**config.mk**
```make
export PLATFORM = sky130hd
export DESIGN_NAME = timer_event_scheduler
export DESIGN_NICKNAME = d
export VERILOG_FILES = /design/src/sv/tes_pkg.sv /design/src/sv/tes_slot_ram.sv /design/src/sv/timer_event_scheduler.sv
export SDC_FILE = /design/constraint.sdc
export NUM_CORES = 2
export LEC_CHECK = 0
export ABC_AREA = 1
export BUFFER_PORTS_ARGS = -buffer_cell sky130_fd_sc_hd__buf_4
export CORE_AREA = 4 4 274 343
export DETAILED_ROUTE_END_ITERATION = 6
export DIE_AREA = 0 0 278 347
export PLACE_DENSITY = 0.8
export SLEW_MARGIN = 10
export SYNTH_ARGS = -nofsm -noshare
export SYNTH_HDL_FRONTEND = slang
export SYNTH_SLANG_ARGS = --single-unit
```
**constraint.sdc**
```tcl
create_clock -name clk_i -period 6.8 [get_ports clk_i]
set_clock_uncertainty 0.05 [all_clocks]
set_input_delay 0.34 -clock clk_i [delete_from_list [all_inputs] [get_ports clk_i]]
set_output_delay 0.34 -clock clk_i [all_outputs]
set_load 0.03 [all_outputs]
```
**src/sv/tes_pkg.sv**
```systemverilog
// tes_pkg: shared constants, types and codes for the timer event scheduler.
// No dependencies; imported by tes_slot_ram, timer_event_scheduler and tes_checker.
`timescale 1ns / 1ps

package tes_pkg;

  localparam int NUM_TIMERS  = 16;
  localparam int TIME_BITS   = 32;
  localparam int ID_BITS     = $clog2(NUM_TIMERS);
  localparam int CNT_BITS    = $clog2(NUM_TIMERS + 1);
  localparam int PORT_ID_W   = 4;
  localparam int PORT_TIME_W = 32;
  localparam int KIND_W      = 2;

  localparam logic [KIND_W-1:0] KIND_ADD    = 2'd0;
  localparam logic [KIND_W-1:0] KIND_REMOVE = 2'd1;
  localparam logic [KIND_W-1:0] KIND_TICK   = 2'd2;
  localparam logic [KIND_W-1:0] KIND_NONE   = 2'd3;

  typedef logic [TIME_BITS-1:0] time_t;
  typedef logic [ID_BITS-1:0]   slot_idx_t;

  typedef struct packed {
    time_t deadline;
    time_t period;
  } slot_t;

  typedef enum logic [2:0] {
    S_IDLE,
    S_SNAP,
    S_FIND,
    S_RD,
    S_FIRE,
    S_RELOAD
  } state_e;

endpackage

```
**src/sv/tes_slot_ram.sv**
```systemverilog
// tes_slot_ram: deadline/period storage for all timer slots.
// One write port, one read port with registered read data. Depends on tes_pkg.
`timescale 1ns / 1ps

module tes_slot_ram import tes_pkg::*; (
  input  logic      clk_i,
  input  logic      we_i,
  input  slot_idx_t waddr_i,
  input  slot_t     wdata_i,
  input  logic      re_i,
  input  slot_idx_t raddr_i,
  output slot_t     rdata_o
);

  slot_t mem [NUM_TIMERS];
  slot_t rdata_q;

  always_ff @(posedge clk_i) begin
    if (we_i) begin
      mem[waddr_i] <= wdata_i;
    end
  end

  always_ff @(posedge clk_i) begin
    if (re_i) begin
      rdata_q <= mem[raddr_i];
    end
  end

  assign rdata_o = rdata_q;

endmodule

```
**src/sv/timer_event_scheduler.sv**
```systemverilog
// timer_event_scheduler: top level, command sequencer around one slot RAM,
// one shared comparator and one shared saturating adder. Depends on tes_pkg, tes_slot_ram.
//
//   channel   | direction | handshake                 | payload
//   ----------+-----------+---------------------------+-------------------------------------
//   command   | in        | start && !busy            | kind, timer_id, period, start_time,
//             |           |                           | current_time
//   fire      | out       | fire_valid_o, 1 cycle     | fired_id_o, due_time_o, last_fire_o
//
// Add and remove complete in the accept cycle; busy stays low.
// A tick first snapshots due timers (one RAM read per slot), then for each fire runs a
// search pass, a slot read and the fire, plus a reload step for a periodic timer.
// Fire strobes are single cycle and never back to back; the receiver cannot stall.
// Reset clears all valid marks at once; the RAM needs no clearing pass.
`timescale 1ns / 1ps

module timer_event_scheduler import tes_pkg::*; (
  input  logic                   clk_i,
  input  logic                   rst_ni,
  input  logic                   start,
  output logic                   busy,
  input  logic [KIND_W-1:0]      kind_i,
  input  logic [PORT_ID_W-1:0]   timer_id_i,
  input  logic [PORT_TIME_W-1:0] period_i,
  input  logic [PORT_TIME_W-1:0] start_time_i,
  input  logic [PORT_TIME_W-1:0] current_time_i,
  output logic                   fire_valid_o,
  output logic [PORT_ID_W-1:0]   fired_id_o,
  output logic [PORT_TIME_W-1:0] due_time_o,
  output logic                   last_fire_o
);

  state_e                state_q, state_d;
  logic [CNT_BITS-1:0]   cnt_q, cnt_d;
  logic                  pend_q, pend_d;
  slot_idx_t             idx_q, idx_d;
  logic [NUM_TIMERS-1:0] valid_q, valid_d;
  logic [NUM_TIMERS-1:0] due_q, due_d;
  logic                  found_q, found_d;
  logic                  last_q, last_d;
  logic                  fv_q, fv_d;
  slot_idx_t             best_q, best_d;

  time_t                 now_q, now_d;
  time_t                 best_dl_q, best_dl_d;
  time_t                 nd_q, nd_d;
  time_t                 per_q, per_d;
  logic [PORT_ID_W-1:0]  fid_q, fid_d;
  time_t                 fdue_q, fdue_d;
  logic                  flast_q, flast_d;

  // shared datapath
  time_t                 cmp_a, cmp_b;
  logic                  cmp_lt;
  time_t                 add_a, add_b;
  logic [TIME_BITS:0]    add_sum;
  time_t                 add_sat;

  logic                  ram_we, ram_re;
  slot_idx_t             ram_waddr, ram_raddr;
  slot_t                 ram_wdata, ram_rdata;

  logic                  rd_issue;
  logic                  id_ok;
  slot_idx_t             cmd_idx;
  time_t                 start_t, cur_t;
  logic [NUM_TIMERS-1:0] due_left;
  logic                  fire_last;

  assign cmp_lt  = cmp_a < cmp_b;
  assign add_sum = {1'b0, add_a} + {1'b0, add_b};
  assign add_sat = add_sum[TIME_BITS] ? '1 : add_sum[TIME_BITS-1:0];

  assign id_ok    = 32'(timer_id_i) < 32'(NUM_TIMERS);
  assign cmd_idx  = ID_BITS'(timer_id_i);
  assign start_t  = TIME_BITS'(start_time_i);
  assign cur_t    = TIME_BITS'(current_time_i);
  assign rd_issue = cnt_q < CNT_BITS'(NUM_TIMERS);

  always_comb begin
    due_left         = due_q;
    due_left[best_q] = 1'b0;
  end
  assign fire_last = (due_left == '0);

  tes_slot_ram u_ram (
    .clk_i   (clk_i),
    .we_i    (ram_we),
    .waddr_i (ram_waddr),
    .wdata_i (ram_wdata),
    .re_i    (ram_re),
    .raddr_i (ram_raddr),
    .rdata_o (ram_rdata)
  );

  always_comb begin
    state_d   = state_q;
    cnt_d     = cnt_q;
    pend_d    = 1'b0;
    idx_d     = idx_q;
    valid_d   = valid_q;
    due_d     = due_q;
    found_d   = found_q;
    last_d    = last_q;
    fv_d      = 1'b0;
    best_d    = best_q;
    now_d     = now_q;
    best_dl_d = best_dl_q;
    nd_d      = nd_q;
    per_d     = per_q;
    fid_d     = fid_q;
    fdue_d    = fdue_q;
    flast_d   = flast_q;

    cmp_a     = now_q;
    cmp_b     = ram_rdata.deadline;
    add_a     = now_q;
    add_b     = time_t'(1);

    ram_we    = 1'b0;
    ram_waddr = best_q;
    ram_wdata = '{deadline: nd_q, period: per_q};
    ram_re    = 1'b0;
    ram_raddr = cnt_q[ID_BITS-1:0];

    unique case (state_q)
      S_IDLE: begin
        if (start) begin
          case (kind_i)
            KIND_ADD: begin
              if (id_ok) begin
                // deadline = max(start_time, now)
                cmp_a             = start_t;
                cmp_b             = cur_t;
                ram_we            = 1'b1;
                ram_waddr         = cmd_idx;
                ram_wdata         = '{deadline: cmp_lt ? cur_t : start_t,
                                      period:   TIME_BITS'(period_i)};
                valid_d[cmd_idx]  = 1'b1;
              end
            end
            KIND_REMOVE: begin
              if (id_ok) begin
                valid_d[cmd_idx] = 1'b0;
              end
            end
            KIND_TICK: begin
              now_d   = cur_t;
              cnt_d   = '0;
              due_d   = '0;
              state_d = S_SNAP;
            end
            default: ;
          endcase
        end
      end

      S_SNAP, S_FIND: begin
        ram_re = rd_issue;
        if (rd_issue) begin
          pend_d = 1'b1;
          idx_d  = cnt_q[ID_BITS-1:0];
          cnt_d  = cnt_q + CNT_BITS'(1);
        end
        if (pend_q) begin
          if (state_q == S_SNAP) begin
            // due when deadline <= now, i.e. !(now < deadline)
            cmp_a        = now_q;
            cmp_b        = ram_rdata.deadline;
            due_d[idx_q] = valid_q[idx_q] & ~cmp_lt;
          end else begin
            // strict compare keeps the lowest id on ties
            cmp_a = ram_rdata.deadline;
            cmp_b = best_dl_q;
            if (due_q[idx_q] && (!found_q || cmp_lt)) begin
              found_d   = 1'b1;
              best_d    = idx_q;
              best_dl_d = ram_rdata.deadline;
            end
          end
        end
        if (!rd_issue && !pend_q) begin
          if (state_q == S_SNAP) begin
            cnt_d   = '0;
            found_d = 1'b0;
            state_d = (due_q == '0) ? S_IDLE : S_FIND;
          end else begin
            state_d = S_RD;
          end
        end
      end

      S_RD: begin
        ram_re    = 1'b1;
        ram_raddr = best_q;
        state_d   = S_FIRE;
      end

      S_FIRE: begin
        fv_d          = 1'b1;
        fid_d         = PORT_ID_W'(best_q);
        fdue_d        = best_dl_q;
        flast_d       = fire_last;
        last_d        = fire_last;
        due_d[best_q] = 1'b0;
        cnt_d         = '0;
        found_d       = 1'b0;
        if (ram_rdata.period != '0) begin
          add_a   = best_dl_q;
          add_b   = ram_rdata.period;
          nd_d    = add_sat;
          per_d   = ram_rdata.period;
          state_d = S_RELOAD;
        end else begin
          valid_d[best_q] = 1'b0;
          state_d         = fire_last ? S_IDLE : S_FIND;
        end
      end

      S_RELOAD: begin
        // keep deadline+period if still in the future, else now+1
        cmp_a     = now_q;
        cmp_b     = nd_q;
        add_a     = now_q;
        add_b     = time_t'(1);
        ram_we    = 1'b1;
        ram_waddr = best_q;
        ram_wdata = '{deadline: cmp_lt ? nd_q : add_sat, period: per_q};
        cnt_d     = '0;
        found_d   = 1'b0;
        state_d   = last_q ? S_IDLE : S_FIND;
      end

      default: state_d = S_IDLE;
    endcase
  end

  always_ff @(posedge clk_i or negedge rst_ni) begin
    if (!rst_ni) begin
      state_q <= S_IDLE;
      cnt_q   <= '0;
      pend_q  <= 1'b0;
      idx_q   <= '0;
      valid_q <= '0;
      due_q   <= '0;
      found_q <= 1'b0;
      last_q  <= 1'b0;
      fv_q    <= 1'b0;
      best_q  <= '0;
    end else begin
      state_q <= state_d;
      cnt_q   <= cnt_d;
      pend_q  <= pend_d;
      idx_q   <= idx_d;
      valid_q <= valid_d;
      due_q   <= due_d;
      found_q <= found_d;
      last_q  <= last_d;
      fv_q    <= fv_d;
      best_q  <= best_d;
    end
  end

  always_ff @(posedge clk_i) begin
    now_q     <= now_d;
    best_dl_q <= best_dl_d;
    nd_q      <= nd_d;
    per_q     <= per_d;
    fid_q     <= fid_d;
    fdue_q    <= fdue_d;
    flast_q   <= flast_d;
  end

  assign busy         = (state_q != S_IDLE);
  assign fire_valid_o = fv_q;
  assign fired_id_o   = fid_q;
  assign due_time_o   = PORT_TIME_W'(fdue_q);
  assign last_fire_o  = flast_q;

endmodule

```
* Word-level counts from Yosys, hierarchy flattened
Memories as Yosys holds them, arrays and structs flattened. A register that Yosys moved wholly into a read port is not among the register bits.
Index checks and enable logic that the tools add are counted.
** Cells by class
- Add/subtract/negate cells :: 2
- Order comparisons :: 8
- Equality and inequality tests :: 14
- Mux-type cells :: 74
- Bitwise gates (word level) :: 9
- Reduce and logical (&&, ||, !) cells :: 29
** Operators with widths (number)
- 32-bit 2-to-1 mux :: 15
- 64-bit 2-to-1 mux :: 2
- 64-bit one-hot mux with 2 select lines :: 1
- 16-bit 2-to-1 mux :: 6
- 32-bit one-hot mux with 3 select lines :: 1
- 16-bit one-hot mux with 2 select lines :: 2
- 32-bit one-hot mux with 2 select lines :: 1
- 16-bit bitwise AND :: 3
- 16-bit one-hot mux with 3 select lines :: 1
- 32-bit by 32-bit adder with 33-bit output :: 1
- 16-bit logical NOT :: 2
- 32-bit < comparator :: 1
- 16-bit inverter :: 2
- 32-bit nonzero test :: 1
- 5-bit 2-to-1 mux :: 5
- 1-bit 2-to-1 mux :: 17
- 16-bit bitwise mux :: 1
- 4-bit 2-to-1 mux :: 4
- 16-bit OR :: 1
- 4-bit by 5-bit < comparator with 1-bit output, second input constant :: 3
- 3-bit one-hot mux with 5 select lines :: 1
- 5-bit one-hot mux with 3 select lines :: 1
- 1-bit demux with 4-bit select :: 3
- 4-bit by 1-bit >= comparator with 1-bit output, second input constant :: 3
- 28 further kinds :: 58
** Storage, ports and cells
- Bits in registers :: 217
- RAM bits :: 1024
- Input bits :: 105
- Output and inout bits :: 39
- Word-level logic and storage cells :: 154
- Memories kept :: 1
** Memories
- u_ram.mem :: words 16, width 64, rd ports 1, clocked after Yosys merged registers in 1, write ports 1, RTL line tes_slot_ram.sv:15 : slot_t mem [NUM_TIMERS];

* Depth between registers and ports, before layout
- Depth after elaboration :: 13
- Depth in mapped cells :: 26
- Gate-level depth less buffers :: 24

* Modules after synthesis
From an unflattened synthesis, not the netlist that was laid out.
** Unflattened totals
- Cell total of the unflattened synthesis :: 6253
- Area total of the unflattened synthesis :: 61367.6 µm²
** By module, submodules not included
- tes_slot_ram :: instances 1, cells each 4210, area an instance 45926.5 µm², seq. area each 32671.3 µm²
- timer_event_scheduler :: instances 1, cells each 2043, area an instance 15441.1 µm², seq. area each 6256.0 µm²

* Worst setup path before layout
OpenSTA, ideal clock, no wires.
- Path kind :: register -> register
- Start point :: register state_q[0]
- End point :: memory u_ram.mem[0][62] in the netlist's numbering, data pin
- Library setup time :: 352 ps
- Arrival time :: 5737 ps
- Data required time :: 6398 ps
- Setup slack :: 661 ps
- Stages on the path, launching flop included :: 23
- Path buffers :: 3
- Clock period less this slack :: 6139 ps
- Path through :: dfrtp_1 -> inv_2 -> nand2_2 -> nor2_1 -> inv_1 -> nor2_1 -> clkbuf_1 -> clkbuf_1 -> o21ai_0 -> ha_1 -> a21oi_1 -> o21ai_0 -> o21bai_1 -> a21oi_1 -> nand2_1 -> a21o_1 -> a21oi_1 -> buf_2 -> nand2_1 -> nor2_1 -> nand2_1 -> nand3_1 -> nand3b_1
** RTL lines
- start, declared :: RTL line timer_event_scheduler.sv:33 : state_e state_q, state_d;
- start signal, assigned :: RTL line timer_event_scheduler.sv:251 : state_q <= state_d;
- end, declared :: RTL line tes_slot_ram.sv:15

==> flow_metrics.tcl <==
set metrics [dict create \
    seqPwrFrac 0.384 \
    min_path_type "in2reg" \
    drc 1 \
    pwr-share-comb 0.395 \
    num_vias 41900 \
    ir_drop_mv 0.459 \
    internal-power_mw 17.0 \
    setup_viol 0 \
    tightestPinTransition_ns 1.27 \
    antenna_found_initial 4 \
    dieArea_um2 96500 \
    hpwl_mm 99.1 \
    leakage_nw 22.2 \
    final-max-slew-violation-count 0 \
    cts_max_level 3 \
    hold_viol 0 \
    drt_iter0_drc 7023 \
    rsz0062_at_grt "false" \
    final_area_um2 63000 \
    viasPerCell 6.77 \
    hold_ws_ns 0.0617 \
    fmax_mhz 153 \
    finalCritPeriodShare 0.959 \
    clkTransAtPathRegs_ns 0.07 \
    status "finished, violations left" \
    post_cts_buffers 0 \
    ys_ff_latch 1305 \
    syn_to_final_growth_pct 11.3 \
    synth-warning-count 0 \
    initial_utilization 0.623 \
    gp_congestion 1.02 \
    max_cap_violations 0 \
    drt-total-wl_mm 170 \
    io_pins 144 \
    row_count 124 \
    layout-drive-gt1-share 0.0847 \
    dpl_cell_area_um2 59100 \
    grt_pass1_wl_mm 249 \
    synthArstFlopShare 0.0398 \
    fin_crit_ns 6.52 \
    cp.arrival_ns 6.74 \
    portBuffers 143 \
    pwr-share-clk 0.221 \
    fin_util 0.693 \
    track_usage 0.342 \
    wire_per_inst_um 27.4 \
    critPathMaxFanout 58 \
    cts_sinks 1305 \
    grt-ovfl-total 0 \
    synth_cell_type_count 51 \
    syn_nets 5005 \
    die_h_um 347 \
    clockBufferDepth 3 \
    fp.coreArea_um2 90900 \
    swShare 0.405 \
    syn_inst 4835 \
    root_buffer "clkbuf_16" \
    met1_length_mm 58.5 \
    die_x_um 278 \
    yosysSeqAreaShare 0.688 \
    syn_avg_cell_area_um2 11.7 \
    cts_tree "built" \
    cts_buffers 115 \
    synth_edf_count 1253 \
    fillers 6154 \
    end_kind "flop" \
    synth_area_um2 56600 \
    met2_length_mm 80.1 \
    worstSetupStartpointType "flop" \
    critPathKind "reg2reg" \
    cts_hold_buf 33 \
    grt_max_degree 215 \
    final_nets 5073 \
    powerDensity_nw_per_um2 455 \
    cp.required_ns 7.02 \
    grt_pass1_vias 40200 \
    ys.flop_type "edfxtp_1" \
    clkLatencyLatePin_ns 0.71 \
    firstDrtPassIters 7 \
    setup_tns_ns 0 \
    slew_headroom 0.152 \
    switching_power_mw 11.6 \
    route.antenna.remaining_nets 0 \
    failed_checks "DRC" \
    cts_resized 0 \
    wl_met3_mm 19.8 \
    maxUsedRoutingLayer "met5" \
]
-- routing by layer --
metal | global-route usage | vias to the layer above
li1 | - | 17900
met1 | 0.440 | 20000
met2 | 0.551 | 3286
met3 | 0.0631 | 689
met4 | 0.202 | 8
met5 | 0 | -
-- sequential cells by signal, summed over array words and instances, names as in the netlist, 5 cells and up, named ones only --
register,count
due_time_o,32
per_q,32
u_ram.rdata_o,64
u_ram.mem,1024
nd_q,32
cnt_q,5
due_q,16
now_q,32
best_dl_q,32
-- critical path: stages, from the launching register on --
cell      delay [ns]
edfxtp_1        0.56
nor4_1          0.42
nand4_1         0.23
nor3_1          0.89
nor2_4          0.27
buf_4           0.40
nand2_1         0.11
o21ai_0         0.12
ha_1            0.40
nand2_1         0.15
nor4_1          0.86
nand2_1         0.10
o211ai_1        0.51
a21oi_1         0.16
xnor2_1         0.16
inv_1           0.07
nand3_1         0.08
nand3_1         0.09
nand3_1         0.41
-- path summary, 6_finish.rpt --
kind,startpoint,to,slack [ns],depth (start not counted)
worst max-delay path,u_ram.rdata_o[0]$_DFFE_PP_,u_ram.mem[10][57]$_DFFE_PP_,0.28,18
worst min-delay path,timer_id_i[3],flop,0.06,4
worst max register to register,u_ram.rdata_o[0]$_DFFE_PP_,u_ram.mem[10][57]$_DFFE_PP_,0.28,18
worst min register to register,u_ram.rdata_o[19]$_DFFE_PP_,per_q[19]$_DFFE_PP_,0.41,0
max in group asynchronous,rst_ni,state_q[1]$_DFFE_PN0P_,6.03,2
min in group asynchronous,rst_ni,async pin,0.19,2
-- layout by cell type (no fill, tap or decap), types with 20 or more instances in the layout --
cell and n:
o211ai_1 75, clkinv_1 28, o221ai_1 220, o22ai_1 96
o21bai_1 28, clkbuf_16 116, edfxtp_1 1253, nand3_1 230
buf_4 200, nand3b_1 20, clkbuf_1 31, nand2_1 538
buf_12 21, dlygate4sd3_1 33, nor3_1 21, dfrtp_1 52
ha_1 64, a211oi_1 31, a21oi_1 74, inv_1 290
a221oi_1 31, nor2_1 691, o21ai_0 641
-- power groups by stage --
stage,Clock (mW),Combinational (mW),Sequential [mW]
final,6.34,11.3,11.0
after global routing,6.69,12.2,11.0
after CTS,6.34,11.0,11.0
after detailed placement,0,10.9,11.1
after global placement,0,10.6,11.1
after floorplan,0,7.40,11.0
-- Yosys cell counts, types with 7 or more instances --
master    instances  area share
a221oi_1         31      0.0048
clkbuf_1        270       0.018
inv_2             7     0.00046
a32o_1           14      0.0025
o211ai_1         75      0.0099
inv_1           291       0.019
edfxtp_1       1253        0.66
buf_2            14      0.0012
o21ai_0         642       0.057
o22ai_1          96       0.011
a31oi_1          19      0.0021
nor4_1           14      0.0015
ha_1             64       0.014
dfrtp_1          52       0.023
nand3b_1         20      0.0027
o21ai_1          20      0.0018
nand2_1         540       0.036
a211oi_1         31      0.0041
buf_1            13     0.00086
a21oi_1          75      0.0066
nor3_1           21      0.0019
o221ai_1        220       0.034
xor2_1           19      0.0029
o21bai_1         28      0.0037
nand3_1         230       0.020
nor2_1          712       0.047
nand4_1          16      0.0018
-- final cells by class --
cell class              count  area, um2  share of cell area
repair buffers            254       2250              0.0358
clock inverters            61        561             0.00890
inverters                 301       1150              0.0182
flip-flops and latches   1305      38900               0.618
multi-input cells        2926      15600               0.247
well taps                1197       1500              0.0238
clock buffers             147       3020              0.0479
diodes                      1       2.50           0.0000397
-- cell families after synthesis --
logic type / share of synthesized area
fa+ha+maj: 0.0145
xor+xnor: 0.00371
compound gates: 0.140
flops: 0.688
simple gates: 0.113
buf+inv: 0.0410
-- stage by stage --
step | std cells | worst slack (ns) | power, mW
2_1_floorplan | 4835 | 0.661 | 18.4
3_3_place_gp | 5950 | 0.707 | 21.7
3_5_place_dp | 5950 | 0.550 | 22.0
4_1_cts | 6191 | 0.507 | 28.3
5_1_grt | 6191 | 0.0533 | 30.0
6_report | 6192 | 0.278 | 28.7
Power figures use the tool's default switching activity.
